--- config.mk ---
export PLATFORM = sky130hd
export DESIGN_NAME = length_prefixed_frame_receiver_flat
export DESIGN_NICKNAME = d
export VERILOG_FILES = /design/src/rtl/lpfr_pkg.sv /design/src/rtl/lpfr_if.sv /design/src/rtl/length_prefixed_frame_receiver.sv /design/src/rtl/lpfr_ctrl.sv /design/src/rtl/lpfr_datapath.sv /design/src/flat_wrapper.sv
export SDC_FILE = /design/constraint.sdc
export NUM_CORES = 1
export LEC_CHECK = 0
export ABC_AREA = 1
export BUFFER_PORTS_ARGS = -buffer_cell sky130_fd_sc_hd__buf_2
export CORE_ASPECT_RATIO = 1.2
export CORE_MARGIN = 2
export CORE_UTILIZATION = 46
export DETAILED_ROUTE_END_ITERATION = 6
export PLACE_DENSITY = 0.62
export SYNTH_ARGS = -nofsm -noshare
export SYNTH_HDL_FRONTEND = slang
export SYNTH_SLANG_ARGS = --single-unit
--- constraint.sdc ---
create_clock -name clk -period 5.37 [get_ports clk]
set_clock_uncertainty 0.05 [all_clocks]
set_input_delay 0.537 -clock clk [delete_from_list [all_inputs] [get_ports clk]]
set_output_delay 0.537 -clock clk [all_outputs]
set_load 0.01 [all_outputs]
--- src/rtl/lpfr_pkg.sv ---
package lpfr_pkg;

    localparam int BYTE_W    = 8;
    localparam int CFG_IDX_W = 8;

    // register indexes
    localparam logic [CFG_IDX_W-1:0] REG_START_BYTE = 8'd0;
    localparam logic [CFG_IDX_W-1:0] REG_END_BYTE   = 8'd1;

    // register reset values
    localparam logic [BYTE_W-1:0] START_BYTE_RESET = 8'd2;
    localparam logic [BYTE_W-1:0] END_BYTE_RESET   = 8'd3;

    typedef enum logic [2:0] {
        ST_HUNT,
        ST_LEN,
        ST_DATA,
        ST_END,
        ST_EMIT
    } lpfr_state_t;

    // controller to datapath
    typedef struct packed {
        logic store_len;
        logic store_data;
        logic start_emit;
        logic emit_en;
    } lpfr_cmd_t;

    // datapath to controller
    typedef struct packed {
        logic start_match;
        logic len_ok;
        logic len_zero;
        logic data_done;
        logic end_match;
        logic issue_last;
    } lpfr_status_t;

endpackage

--- src/rtl/lpfr_if.sv ---
// received byte stream
interface lpfr_in_if;
    logic                        valid;
    logic                        ready;
    logic [lpfr_pkg::BYTE_W-1:0] in_byte;

    modport source (output valid, output in_byte, input ready);
    modport sink (input valid, input in_byte, output ready);
endinterface

// emitted frame bytes
interface lpfr_out_if;
    logic                        valid;
    logic                        ready;
    logic [lpfr_pkg::BYTE_W-1:0] out_byte;
    logic                        out_last;

    modport source (output valid, output out_byte, output out_last, input ready);
    modport sink (input valid, input out_byte, input out_last, output ready);
endinterface

// configuration register writes
interface lpfr_cfg_if;
    logic                           valid;
    logic                           ready;
    logic [lpfr_pkg::CFG_IDX_W-1:0] index;
    logic [lpfr_pkg::BYTE_W-1:0]    data;

    modport source (output valid, output index, output data, input ready);
    modport sink (input valid, input index, input data, output ready);
endinterface

--- src/rtl/length_prefixed_frame_receiver.sv ---
// length prefixed frame receiver
// link: one received byte per transfer. the block hunts for the start byte,
//   takes a length byte (above MAX_PAYLOAD drops the frame), stores the length
//   byte and that many payload bytes, then checks the end byte.
// frame: on a good end byte the stored length byte and payload are sent as
//   length + 1 transfers, out_last set on the final one.
// cfg: register 0 is the start byte (reset 2), register 1 the end byte
//   (reset 3); ready is always high, other indexes are ignored.
// throughput: one link byte per cycle while a frame is being collected.
//   link ready drops for the emission of a frame, which reads the frame store
//   one entry per cycle while frame is not stalled.
// the end byte transfer moves the block to the emit state, which loads the
//   frame bytes into the output register, one per cycle unless frame stalls.
// link ready returns at the same edge that loads the last byte into the output
//   register, so hunting resumes while that byte waits for frame ready.
// when frame stalls, the output register holds its byte and the emission
//   waits; the link stays stalled until the last byte is loaded.
// reset: hunting, registers at their reset values, output empty.
module length_prefixed_frame_receiver #(
    parameter int MAX_PAYLOAD = 63
) (
    input logic        clk,
    input logic        rst_n,
    lpfr_in_if.sink    link,
    lpfr_out_if.source frame,
    lpfr_cfg_if.sink   cfg
);

    lpfr_pkg::lpfr_cmd_t    cmd;
    lpfr_pkg::lpfr_status_t status;
    logic                   link_ready;
    logic                   in_xfer;
    logic                   cfg_xfer;

    assign link.ready = link_ready;
    assign in_xfer    = link.valid && link_ready;
    assign cfg.ready  = 1'b1;
    assign cfg_xfer   = cfg.valid;

    // control sequencing
    lpfr_ctrl u_ctrl (
        .clk      (clk),
        .rst_n    (rst_n),
        .in_xfer  (in_xfer),
        .status   (status),
        .cmd      (cmd),
        .in_ready (link_ready)
    );

    // store, pointers and output register
    lpfr_datapath #(
        .MAX_PAYLOAD (MAX_PAYLOAD)
    ) u_datapath (
        .clk       (clk),
        .rst_n     (rst_n),
        .cmd       (cmd),
        .status    (status),
        .in_byte   (link.in_byte),
        .cfg_xfer  (cfg_xfer),
        .cfg_index (cfg.index),
        .cfg_data  (cfg.data),
        .out_ready (frame.ready),
        .out_valid (frame.valid),
        .out_byte  (frame.out_byte),
        .out_last  (frame.out_last)
    );

endmodule

--- src/rtl/lpfr_ctrl.sv ---
module lpfr_ctrl (
    input  logic                   clk,
    input  logic                   rst_n,
    input  logic                   in_xfer,
    input  lpfr_pkg::lpfr_status_t status,
    output lpfr_pkg::lpfr_cmd_t    cmd,
    output logic                   in_ready
);

    lpfr_pkg::lpfr_state_t state_reg;
    lpfr_pkg::lpfr_state_t state_next;

    // state register
    always_ff @(posedge clk or negedge rst_n)
    begin
        if (!rst_n)
        begin
            state_reg <= lpfr_pkg::ST_HUNT;
        end
        else
        begin
            state_reg <= state_next;
        end
    end

    // next state
    always_comb
    begin
        state_next = state_reg;
        case (state_reg)
            lpfr_pkg::ST_HUNT:
            begin
                if (in_xfer && status.start_match)
                begin
                    state_next = lpfr_pkg::ST_LEN;
                end
            end
            lpfr_pkg::ST_LEN:
            begin
                if (in_xfer)
                begin
                    if (!status.len_ok)
                    begin
                        state_next = lpfr_pkg::ST_HUNT;
                    end
                    else if (status.len_zero)
                    begin
                        state_next = lpfr_pkg::ST_END;
                    end
                    else
                    begin
                        state_next = lpfr_pkg::ST_DATA;
                    end
                end
            end
            lpfr_pkg::ST_DATA:
            begin
                if (in_xfer && status.data_done)
                begin
                    state_next = lpfr_pkg::ST_END;
                end
            end
            lpfr_pkg::ST_END:
            begin
                if (in_xfer)
                begin
                    state_next = status.end_match ? lpfr_pkg::ST_EMIT : lpfr_pkg::ST_HUNT;
                end
            end
            lpfr_pkg::ST_EMIT:
            begin
                // leave once the last byte is loaded into the output register
                if (status.issue_last)
                begin
                    state_next = lpfr_pkg::ST_HUNT;
                end
            end
            default:
            begin
                state_next = lpfr_pkg::ST_HUNT;
            end
        endcase
    end

    // outputs
    always_comb
    begin
        cmd      = '0;
        in_ready = 1'b1;
        case (state_reg)
            lpfr_pkg::ST_HUNT:
            begin
                in_ready = 1'b1;
            end
            lpfr_pkg::ST_LEN:
            begin
                cmd.store_len = in_xfer && status.len_ok;
            end
            lpfr_pkg::ST_DATA:
            begin
                cmd.store_data = in_xfer;
            end
            lpfr_pkg::ST_END:
            begin
                cmd.start_emit = in_xfer && status.end_match;
            end
            lpfr_pkg::ST_EMIT:
            begin
                in_ready    = 1'b0;
                cmd.emit_en = 1'b1;
            end
            default:
            begin
                in_ready = 1'b1;
            end
        endcase
    end

endmodule

--- src/rtl/lpfr_datapath.sv ---
module lpfr_datapath #(
    parameter int MAX_PAYLOAD = 63
) (
    input  logic                           clk,
    input  logic                           rst_n,
    input  lpfr_pkg::lpfr_cmd_t            cmd,
    output lpfr_pkg::lpfr_status_t         status,
    input  logic [lpfr_pkg::BYTE_W-1:0]    in_byte,
    input  logic                           cfg_xfer,
    input  logic [lpfr_pkg::CFG_IDX_W-1:0] cfg_index,
    input  logic [lpfr_pkg::BYTE_W-1:0]    cfg_data,
    input  logic                           out_ready,
    output logic                           out_valid,
    output logic [lpfr_pkg::BYTE_W-1:0]    out_byte,
    output logic                           out_last
);

    localparam int DEPTH = MAX_PAYLOAD + 1;
    localparam int IDX_W = $clog2(DEPTH);
    localparam logic [lpfr_pkg::BYTE_W-1:0] MAX_BYTE = lpfr_pkg::BYTE_W'(MAX_PAYLOAD);

    logic [lpfr_pkg::BYTE_W-1:0] start_byte_reg;
    logic [lpfr_pkg::BYTE_W-1:0] end_byte_reg;

    logic [IDX_W-1:0] frame_length_reg;
    logic [IDX_W-1:0] frame_length_next;
    logic [IDX_W-1:0] wr_ptr_reg;
    logic [IDX_W-1:0] wr_ptr_next;
    logic [IDX_W-1:0] rd_ptr_reg;
    logic [IDX_W-1:0] rd_ptr_next;

    logic                        out_valid_reg;
    logic                        out_valid_next;
    logic [lpfr_pkg::BYTE_W-1:0] out_byte_reg;
    logic                        out_last_reg;

    logic [lpfr_pkg::BYTE_W-1:0] mem [DEPTH];
    logic [IDX_W-1:0]            wr_addr;
    logic                        wr_en;
    logic                        can_load;
    logic                        load;

    // configuration registers, writes beyond the list are dropped
    always_ff @(posedge clk or negedge rst_n)
    begin
        if (!rst_n)
        begin
            start_byte_reg <= lpfr_pkg::START_BYTE_RESET;
            end_byte_reg   <= lpfr_pkg::END_BYTE_RESET;
        end
        else if (cfg_xfer)
        begin
            case (cfg_index)
                lpfr_pkg::REG_START_BYTE: start_byte_reg <= cfg_data;
                lpfr_pkg::REG_END_BYTE:   end_byte_reg   <= cfg_data;
                default:                  start_byte_reg <= start_byte_reg;
            endcase
        end
    end

    // output register takes a new byte when empty or being drained
    assign can_load = !out_valid_reg || out_ready;
    assign load     = cmd.emit_en && can_load;

    // status toward the controller
    always_comb
    begin
        status.start_match = (in_byte == start_byte_reg);
        status.len_ok      = (in_byte <= MAX_BYTE);
        status.len_zero    = (in_byte == '0);
        status.data_done   = (wr_ptr_reg == frame_length_reg);
        status.end_match   = (in_byte == end_byte_reg);
        status.issue_last  = can_load && (rd_ptr_reg == frame_length_reg);
    end

    // length, write and read pointers
    always_comb
    begin
        frame_length_next = frame_length_reg;
        wr_ptr_next       = wr_ptr_reg;
        rd_ptr_next       = rd_ptr_reg;
        if (cmd.store_len)
        begin
            frame_length_next = in_byte[IDX_W-1:0];
            wr_ptr_next       = IDX_W'(1);
        end
        else if (cmd.store_data)
        begin
            wr_ptr_next = wr_ptr_reg + IDX_W'(1);
        end
        if (cmd.start_emit)
        begin
            rd_ptr_next = '0;
        end
        else if (load)
        begin
            rd_ptr_next = rd_ptr_reg + IDX_W'(1);
        end
    end

    // output valid flag
    always_comb
    begin
        out_valid_next = out_valid_reg;
        if (load)
        begin
            out_valid_next = 1'b1;
        end
        else if (out_ready)
        begin
            out_valid_next = 1'b0;
        end
    end

    always_ff @(posedge clk or negedge rst_n)
    begin
        if (!rst_n)
        begin
            frame_length_reg <= '0;
            wr_ptr_reg       <= '0;
            rd_ptr_reg       <= '0;
            out_valid_reg    <= 1'b0;
        end
        else
        begin
            frame_length_reg <= frame_length_next;
            wr_ptr_reg       <= wr_ptr_next;
            rd_ptr_reg       <= rd_ptr_next;
            out_valid_reg    <= out_valid_next;
        end
    end

    // frame store write, length byte at entry zero
    assign wr_en   = cmd.store_len || cmd.store_data;
    assign wr_addr = cmd.store_len ? '0 : wr_ptr_reg;

    always_ff @(posedge clk)
    begin
        if (wr_en)
        begin
            mem[wr_addr] <= in_byte;
        end
    end

    // registered read doubles as the output register
    always_ff @(posedge clk)
    begin
        if (load)
        begin
            out_byte_reg <= mem[rd_ptr_reg];
            out_last_reg <= (rd_ptr_reg == frame_length_reg);
        end
    end

    assign out_valid = out_valid_reg;
    assign out_byte  = out_byte_reg;
    assign out_last  = out_last_reg;

endmodule

--- src/flat_wrapper.sv ---
// flat-port wrapper written by rule: the top's interface ports become plain ports
module length_prefixed_frame_receiver_flat 
#(
    parameter int MAX_PAYLOAD = 63
)
  (clk, rst_n, link_valid, link_in_byte, link_ready, frame_valid, frame_out_byte, frame_out_last, frame_ready, cfg_valid, cfg_index, cfg_data, cfg_ready);
  lpfr_in_if link_i ();
  lpfr_out_if frame_i ();
  lpfr_cfg_if cfg_i ();
  input logic clk;
  input logic rst_n;
  input wire logic [$bits(link_i.valid)-1:0] link_valid;
  input wire logic [$bits(link_i.in_byte)-1:0] link_in_byte;
  output wire logic [$bits(link_i.ready)-1:0] link_ready;
  output wire logic [$bits(frame_i.valid)-1:0] frame_valid;
  output wire logic [$bits(frame_i.out_byte)-1:0] frame_out_byte;
  output wire logic [$bits(frame_i.out_last)-1:0] frame_out_last;
  input wire logic [$bits(frame_i.ready)-1:0] frame_ready;
  input wire logic [$bits(cfg_i.valid)-1:0] cfg_valid;
  input wire logic [$bits(cfg_i.index)-1:0] cfg_index;
  input wire logic [$bits(cfg_i.data)-1:0] cfg_data;
  output wire logic [$bits(cfg_i.ready)-1:0] cfg_ready;
  assign link_i.valid = link_valid;
  assign link_i.in_byte = link_in_byte;
  assign link_ready = link_i.ready;
  assign frame_valid = frame_i.valid;
  assign frame_out_byte = frame_i.out_byte;
  assign frame_out_last = frame_i.out_last;
  assign frame_i.ready = frame_ready;
  assign cfg_i.valid = cfg_valid;
  assign cfg_i.index = cfg_index;
  assign cfg_i.data = cfg_data;
  assign cfg_ready = cfg_i.ready;
  length_prefixed_frame_receiver #(.MAX_PAYLOAD(MAX_PAYLOAD)) u_core (.clk(clk), .rst_n(rst_n), .link(link_i), .frame(frame_i), .cfg(cfg_i));
endmodule
[After elaboration in Yosys (flattened, before gate mapping)]
Memory sizes are Yosys's and may differ from the RTL's. A register that Yosys moved wholly into a read port is not among the register bits.
Cells that the tools add are included.
Storage, ports and cells
  input port bits: 29
  output and inout port bits: 12
  RAM bits: 512
  bits in registers: 39
  memories kept: 1
  logic and storage cells: 68
Operators by class
  reductions and logical operators: 19
  magnitude comparators: 1
  multiplexer cells: 23
  equal/unequal tests: 14
  add/sub/neg operators: 2
Memory list
  u_core.u_datapath.mem: words 64, bits a word 8, read ports 1, clocked after Yosys merged registers in 1, write ports 1, line lpfr_datapath.sv:37  | logic [lpfr_pkg::BYTE_W-1:0] mem [DEPTH];
Operators with widths (number)
  6-bit two-way mux: 5
  3-bit two-way mux: 6
  8-bit == test: 2
  8-bit logical NOT: 2
  3-bit case mux with 5 select lines: 1
  6-bit by 1-bit adder with 6-bit output (second input constant): 2
  6-bit == test: 2
  1-bit two-way mux: 10
  8-bit by 1-bit == test with 1-bit output (second input constant): 1
  8-bit by 6-bit less-or-equal comparator with 1-bit output (second input constant): 1
  2-bit != test (second input constant): 4
  1-bit logical AND: 7
  3-bit by 2-bit == test with 1-bit output (second input constant): 2
  2-bit nonzero test: 3
  5-bit AND reduction: 1
  2-bit AND reduction: 2
  3-bit by 1-bit == test with 1-bit output (second input constant): 1
  3-bit == test (second input constant): 1
  3-bit logical NOT: 1
  1-bit logical OR: 2
  2-bit two-way mux: 1
  2-bit by 1-bit != test with 1-bit output (second input constant): 1
  1-bit logical NOT: 1

[Longest topological paths before layout]
Gate-level depths: netlist of the first run.
  depth after elaboration: 8
  mapped depth: 12
  gate-level depth less buffers: 10

[Cells and area by module]
From an unflattened synthesis of the first run, not the netlist that was laid out.
Second synthesis, totals
  cell total of the unflattened synthesis: 2268
  area, all modules: 23902.9 um^2
Modules (own cells, without submodules)
  lpfr_datapath: area an instance 23663.9 um^2, times used 1, sequential area each 16524.6 um^2, cells each 2227
  lpfr_ctrl: area an instance 220.2 um^2, times used 1, sequential area each 75.1 um^2, cells each 37
  length_prefixed_frame_receiver: area an instance 18.8 um^2, times used 1, sequential area each 0.0 um^2, cells each 4

[Worst setup path before layout of the first run]
No wires, ideal clock.
  kind: input-to-reg
  start: input link_in_byte[6]
  end: memory u_core.u_datapath.mem[63][0] (netlist bit) (enable)
  required time: 4.937 ns
  cell stages on the path: 7
  slack: 3.090 ns
  data arrival time: 1.847 ns
  cell sequence: nor2_1 > nand2_2 > nand2_1 > nand2_2 > nor2_1 > nand3_1 > nor3_1
On the way
  word-level cells in the longest chain between the ends: 6
RTL lines
  from (decl): line flat_wrapper.sv:13  | input wire logic [$bits(link_i.in_byte)-1:0] link_in_byte;
  8-bit by 6-bit less-or-equal comparator with 1-bit output *: line lpfr_datapath.sv:69  | status.len_ok = (in_byte <= MAX_BYTE);
  1-bit logical AND *: line lpfr_ctrl.sv:97  | cmd.store_len = in_xfer && status.len_ok;
  1-bit two-way mux *: line lpfr_ctrl.sv:90  | case (state_reg)
  1-bit logical OR: line lpfr_datapath.sv:134  | assign wr_en = cmd.store_len || cmd.store_data;
  1-bit two-way mux: line lpfr_datapath.sv:139  | if (wr_en)
  1-bit two-way mux (not written as such): line lpfr_datapath.sv:141  | mem[wr_addr] <= in_byte;
  to (decl): line lpfr_datapath.sv:37
Every way passes the cells marked *; elsewhere a longest branch is shown, timed or not.

==> results of run 1 <==
cell families after synthesis:
family          share of synthesized area
xor+xnor                         0.003734
flops                              0.7076
buf+inv                           0.03888
other cells                     0.0001599
simple gates                       0.1674
fa+ha+maj                        0.001067
compound gates                    0.08118
worst max path at each step:
stage                                                      startpoint  cells past startpoint                                      end  slack (ns)
after detailed placement                              link_in_byte[6]                      8   u_core.u_datapath.mem[36][0]$_DFFE_PP_        2.00
after floorplan                                       link_in_byte[6]                      7   u_core.u_datapath.mem[63][0]$_DFFE_PP_        3.09
after global placement                                link_in_byte[6]                      8   u_core.u_datapath.mem[34][3]$_DFFE_PP_        2.09
after CTS                 u_core.u_datapath.rd_ptr_reg[0]$_DFFE_PN0P_                     11  u_core.u_datapath.out_byte[1]$_DFFE_PP_        2.20
final                     u_core.u_datapath.rd_ptr_reg[0]$_DFFE_PN0P_                     11  u_core.u_datapath.out_byte[5]$_DFFE_PP_        2.19
after global routing      u_core.u_datapath.rd_ptr_reg[0]$_DFFE_PN0P_                     11  u_core.u_datapath.out_byte[1]$_DFFE_PP_        1.92
synthesized netlist by cell type (2+ instances only):
cell type    n  area share
o211ai_1    56       0.018
nand3_1    134       0.029
nand2_1    275       0.044
clkbuf_1    47      0.0075
nor2_4       2     0.00096
dfstp_2      3      0.0034
or2_2       20      0.0053
o21bai_1     2     0.00064
nor4_1       2     0.00053
nand2_2     12      0.0032
buf_4        7      0.0022
buf_1       12      0.0019
ha_1         2      0.0011
nor3_2       3      0.0013
nor3_1       9      0.0019
nand3_2      5      0.0021
o21ai_0    155       0.033
edfxtp_1   521        0.67
buf_2       31      0.0066
buf_6       16      0.0077
nor2_2       3     0.00080
o21ai_1     97       0.021
nand4_1      6      0.0016
xnor2_1      9      0.0034
dfrtp_1     35       0.037
clkinv_1     3     0.00048
inv_1       70       0.011
a21oi_1     37      0.0079
nand3b_1     2     0.00064
nor2_1     464       0.074
inv_2        2     0.00032
cell usage in the layout (no fill, tap or decap), drive strengths merged:
cell / instances
edfxtp: 521
a22oi: 1
o21bai: 2
inv: 75
o211ai: 56
nand3b: 2
bufinv: 4
dfrtp: 35
nor4: 2
a31oi: 1
clkbuf: 62
dfstp: 3
nand2: 288
nor3: 12
nand3: 139
ha: 2
conb: 1
a21oi: 37
nor3b: 1
o21ai: 253
xnor2: 9
buf: 64
clkinv: 30
or2: 20
xor2: 1
nor2: 470
nand4: 6
and3: 1
clkinvlp: 3
worst max-delay path: stages (launching register included):
cell and delay, ns:
dfrtp_4 0.69, inv_6 0.69, buf_4 0.51, buf_4 0.27
nand2_1 0.07, nand3_1 0.10, nand3_1 0.08, nand2_1 0.12
nor2_1 0.07, nand2_1 0.09, nand3_1 0.08, nand2_1 0.09
stage by stage:
stage	utilization	worst slack (ns)	power (mW)
after floorplan	-	3.090	5.550
after global placement	0.4780	2.089	5.843
after detailed placement	0.4780	1.996	5.857
after CTS	0.5114	2.197	9.466
after global routing	0.5114	1.917	9.739
final	0.5114	2.191	9.419
power breakdown:
group	internal (mW)	total (mW)	switching, mW
registers	4.85	4.94	0.0974
clock network	2.06	3.65	1.59
logic	0.222	0.826	0.604
total	7.13	9.42	2.29
layout make-up:
type / count / area share
multi-input cells: 1304 / 0.2310
clock inverters: 36 / 0.01089
clock buffers: 62 / 0.05448
well taps: 644 / 0.03130
inverters: 76 / 0.01137
repair buffers: 64 / 0.01584
flip-flops and latches: 559 / 0.6451
per-layer routing:
layer  wire (um)  share of wire  global-route usage
met2       30380           0.51              0.3991
met3        3431          0.058             0.03273
met1       24010           0.40              0.2895
met5           0              0                   0
met4        1803          0.030             0.07558
==> flow_summary.toml, run 1 <==
[clocking]
clk_pin_slew_ns = 0.06
clk_latency_ns = 0.60
cts-resized-gates = 0
cts_tree = "done"
cts_setup_buffers = 0
cts_buffers = 54
hold_buffers = 0
cts_max_level = 2
ctsLongestPathBuffers = 3
cts-root-buf = "clkbuf_16"
cts_sinks = 559

[sta]
max_freq_mhz = 314.6
period_share = 0.5920
rsz0062_at_grt = "no"
worst_pin_slew_ns = 1.185
relSlewSlack = 0.2041
maxSlewViolCount = 0
tns_ns = 0
whs_ns = 0.02645
fin_crit_ns = 3.179
setup_viol = 0
hold_viol = 0

[placed_design]
hpwl_um = 35830
placed_area_um2 = 24060
io_buffers = 39
place_inst = 2647
gp_congestion = 0.8690

[synthesis]
ys_seq_area_frac = 0.7076
async_flop_share = 0.06798
syn-cell-area_um2 = 23460
synth-seq-cells = 559
ys.flop_type = "edfxtp_1"
synthDistinctLibCells = 42
synthCells = 2053
synth_fp_nets = 2084
yosysWarnings = 0
synth_area_per_cell_um2 = 11.43
synth_edf_count = 521

[floorplan]
io_pins = 41
start_util = 0.4660
die_width_um = 210.2
rows = 90
dieArea_um2 = 52830
core_area_um2 = 50340
die_y_um = 251.4

[finish]
layout-drive-gt1-share = 0.09424
ff_latch_area_um2 = 16610
regMostFlops = "u_core.u_datapath.mem"
multiInputGateArea_um2 = 5947
antenna-diode-count = 0
fillCellCount = 4349
final_area_um2 = 25740
area_growth_pct = 9.739
finalNonFillerCells = 2745
fin_nets = 2090
largest_reg_flops = 512

[worst_setup_path]
r2r_cells = 11
crit_type = "reg -> reg"
r2r_start = "u_core.u_datapath.rd_ptr_reg[0]$_DFFE_PN0P_"
r2r_end = "u_core.u_datapath.out_byte[5]$_DFFE_PP_"
arrival_ns = 3.59
endpoint_kind = "flop"
cp_max_fo = 122
rrSetupSlack_ns = 2.19
cp.required_ns = 5.78
critPathLaunchType = "flop"

[routing]
wirelength_um = 59620
wl_per_cell_um = 21.72
first_iter_violations = 1423
drtAntennaViolNets = 0
drcViolationCount = 0
vias_per_cell = 5.562
vias = 15270
dr.pass1.iters = 5

[status]
outcome = "complete, no violations"

[worst_hold_path]
min_path_type = "in -> async"

[grt]
grt_use_total = 0.2274
grt_pass1_wl_um = 89760
gr-total-overflow = 0
grt_antenna_before_repair = 0
grt_pass1_vias = 15130
grt_max_degree = 230

[pwr]
peakVddDrop_v = 0.0002124
pwr_density_cell_nw_per_um2 = 365.9
p_leak_nw = 8.789

[run]
maxCapViolations = 0
(Power assumes the default switching activity.)
==> run 2: changes to the inputs <==
Clock period 5.37 ns to 2.97 ns, I/O delays scaled along.
==> run 2 against run 1 <==
Net effect:
- clock power up 74%
- sequential share of layout area down 1.7 points
- total power up 79%
- critical endpoint is now u_core.u_datapath.out_byte[2]$_DFFE_PP_
==> flow_summary.toml, run 2 (synthesis gave the netlist of run 1 again) <==
[status]
outcome = "complete, no violations"

[finish]
area_growth_pct = 12.80
final_area_um2 = 26460
ff_latch_area_um2 = 16610
layout-drive-gt1-share = 0.1231
multiInputGateArea_um2 = 5947
final_cell_mix = "521 x edfxtp_1, 464 x nor2_1, 275 x nand2_1"
final_common_cell = "edfxtp_1"
finalNonFillerCells = 2832
fin_nets = 2178
regMostFlops = "u_core.u_datapath.mem"
fillCellCount = 4323
largest_reg_flops = 512

[worst_setup_path]
endpoint_kind = "flop"
cp.required_ns = 3.38
critPathMaxStageDelay_ns = 0.44
r2r_end = "u_core.u_datapath.out_byte[2]$_DFFE_PP_"
crit_top_cell = "nand2_1"
worstPathCellList = "buf_4, nand2_1, inv_1, buf_4, nand3_1, nand2_1, nor2_1, nand2_1, nand3_1, nand2_1"
cp_max_fo = 24
rrSetupSlack_ns = 0.39
path_buf_inv = 3
crit_family = "buffers and inverters"
critPathLaunchType = "flop"
crit_type = "reg -> reg"
r2r_start = "u_core.u_datapath.rd_ptr_reg[2]$_DFFE_PN0P_"
crit_slowest_cell = "dfrtp_1"
arrival_ns = 2.99
r2r_cells = 10

[sta]
max_freq_mhz = 388.2
period_share = 0.8674
worst_pin_slew_ns = 0.9018
hold_viol = 0
setup_viol = 0
whs_ns = 0.01380
maxSlewViolCount = 0
tns_ns = 0
rsz0062_at_grt = "no"
relSlewSlack = 0.3988
fin_crit_ns = 2.576

[clocking]
ctsLongestPathBuffers = 3
cts_setup_buffers = 0
cts_sinks = 559
clk_latency_ns = 0.61
cts-root-buf = "clkbuf_16"
clk_pin_slew_ns = 0.06
hold_buffers = 9
cts_tree = "done"
cts_buffers = 54
cts-resized-gates = 0
cts_max_level = 2

[grt]
grt_use_total = 0.2349
grt_max_degree = 102
grt_pass1_vias = 15610
grt_antenna_before_repair = 2
gr-total-overflow = 0
grt_pass1_wl_um = 93030

[placed_design]
io_buffers = 39
placed_area_um2 = 24770
gp_congestion = 0.8487
place_inst = 2726
hpwl_um = 38290

[pwr]
pwr_density_cell_nw_per_um2 = 638.0
peakVddDrop_v = 0.0003989
power.total_mw = 16.88
p_leak_nw = 9.229

[floorplan]
die_width_um = 210.2
rows = 90
die_y_um = 251.4
io_pins = 41
start_util = 0.4660
dieArea_um2 = 52830
core_area_um2 = 50340

[routing]
drcViolationCount = 0
drtAntennaViolNets = 0
wirelength_um = 61430
vias_per_cell = 5.535
vias = 15680
first_iter_violations = 1427
wl_per_cell_um = 21.69
dr.pass1.iters = 6

[worst_hold_path]
hp-start = "frame_ready"
whs_path_depth = 4
min_to = "u_core.u_datapath.out_valid$_DFFE_PN0P_"
min_path_type = "in -> reg"

[run]
maxCapViolations = 0
## run 2: cell count changes in the layout (fill, tap and decap cells not counted), sizes merged
cell | previous run | this run
bufinv | 4 | 2
diode | 0 | 2
inv | 75 | 74
buf | 64 | 143
clkbuf | 62 | 71
clkinv | 30 | 23
dlygate4sd3 | 0 | 9
clkinvlp | 3 | 1
## run 2: final cells by class
type | count | area share
Multi-Input combinational cell | 1304 | 0.2247
Clock inverter | 24 | 0.006147
Tap cell | 644 | 0.03045
Clock buffer | 71 | 0.05428
Antenna cell | 2 | 0.0001891
Sequential cell | 559 | 0.6276
Timing Repair Buffer | 152 | 0.04549
Inverter | 76 | 0.01106
## run 2: metal layers
metal	up-vias	GRT usage	part of all wire
li1	7344	-	-
met1	7694	0.3016	0.40
met2	531	0.4085	0.50
met3	106	0.03061	0.061
met4	0	0.08531	0.035
met5	-	0	0
## run 2: metrics by stage
step                      setup slack (ns)    util
after floorplan                     0.7086       -
after global placement              0.3340  0.4920
after detailed placement            0.3113  0.4920
after CTS                           0.4170  0.5256
after global routing                0.2457  0.5257
final                               0.3939  0.5257
## run 2: worst min-delay path: stages
cell	delay [ns]
buf_2	0.08
nor2_1	0.08
inv_1	0.08
nand2_1	0.07
## run 2: how the worst max path moves through the flow
| stage | startpoint | end | slack [ns] | cells past startpoint |
|---|---|---|---|---|
| 2_1_floorplan | u_core.u_ctrl.state_reg[2]$_DFFE_PN0P_ | u_core.u_datapath.mem[63][0]$_DFFE_PP_ | 0.71 | 7 |
| 3_3_place_gp | link_in_byte[6] | u_core.u_datapath.mem[30][1]$_DFFE_PP_ | 0.33 | 8 |
| 3_5_place_dp | link_in_byte[6] | u_core.u_datapath.mem[24][3]$_DFFE_PP_ | 0.31 | 8 |
| 4_1_cts | u_core.u_datapath.rd_ptr_reg[2]$_DFFE_PN0P_ | u_core.u_datapath.out_byte[3]$_DFFE_PP_ | 0.42 | 10 |
| 5_1_grt | u_core.u_ctrl.state_reg[1]$_DFFE_PN0P_ | u_core.u_datapath.mem[32][1]$_DFFE_PP_ | 0.25 | 8 |
| 6_report | u_core.u_datapath.rd_ptr_reg[2]$_DFFE_PN0P_ | u_core.u_datapath.out_byte[2]$_DFFE_PP_ | 0.39 | 10 |
## run 2: report_power, final
group          leakage (nW)  switching [mW]  internal (mW)
sequential             5.15           0.165           8.76
clock                 0.782            2.82           3.55
combinational          3.30            1.12          0.472
total                  9.23            4.10           12.8
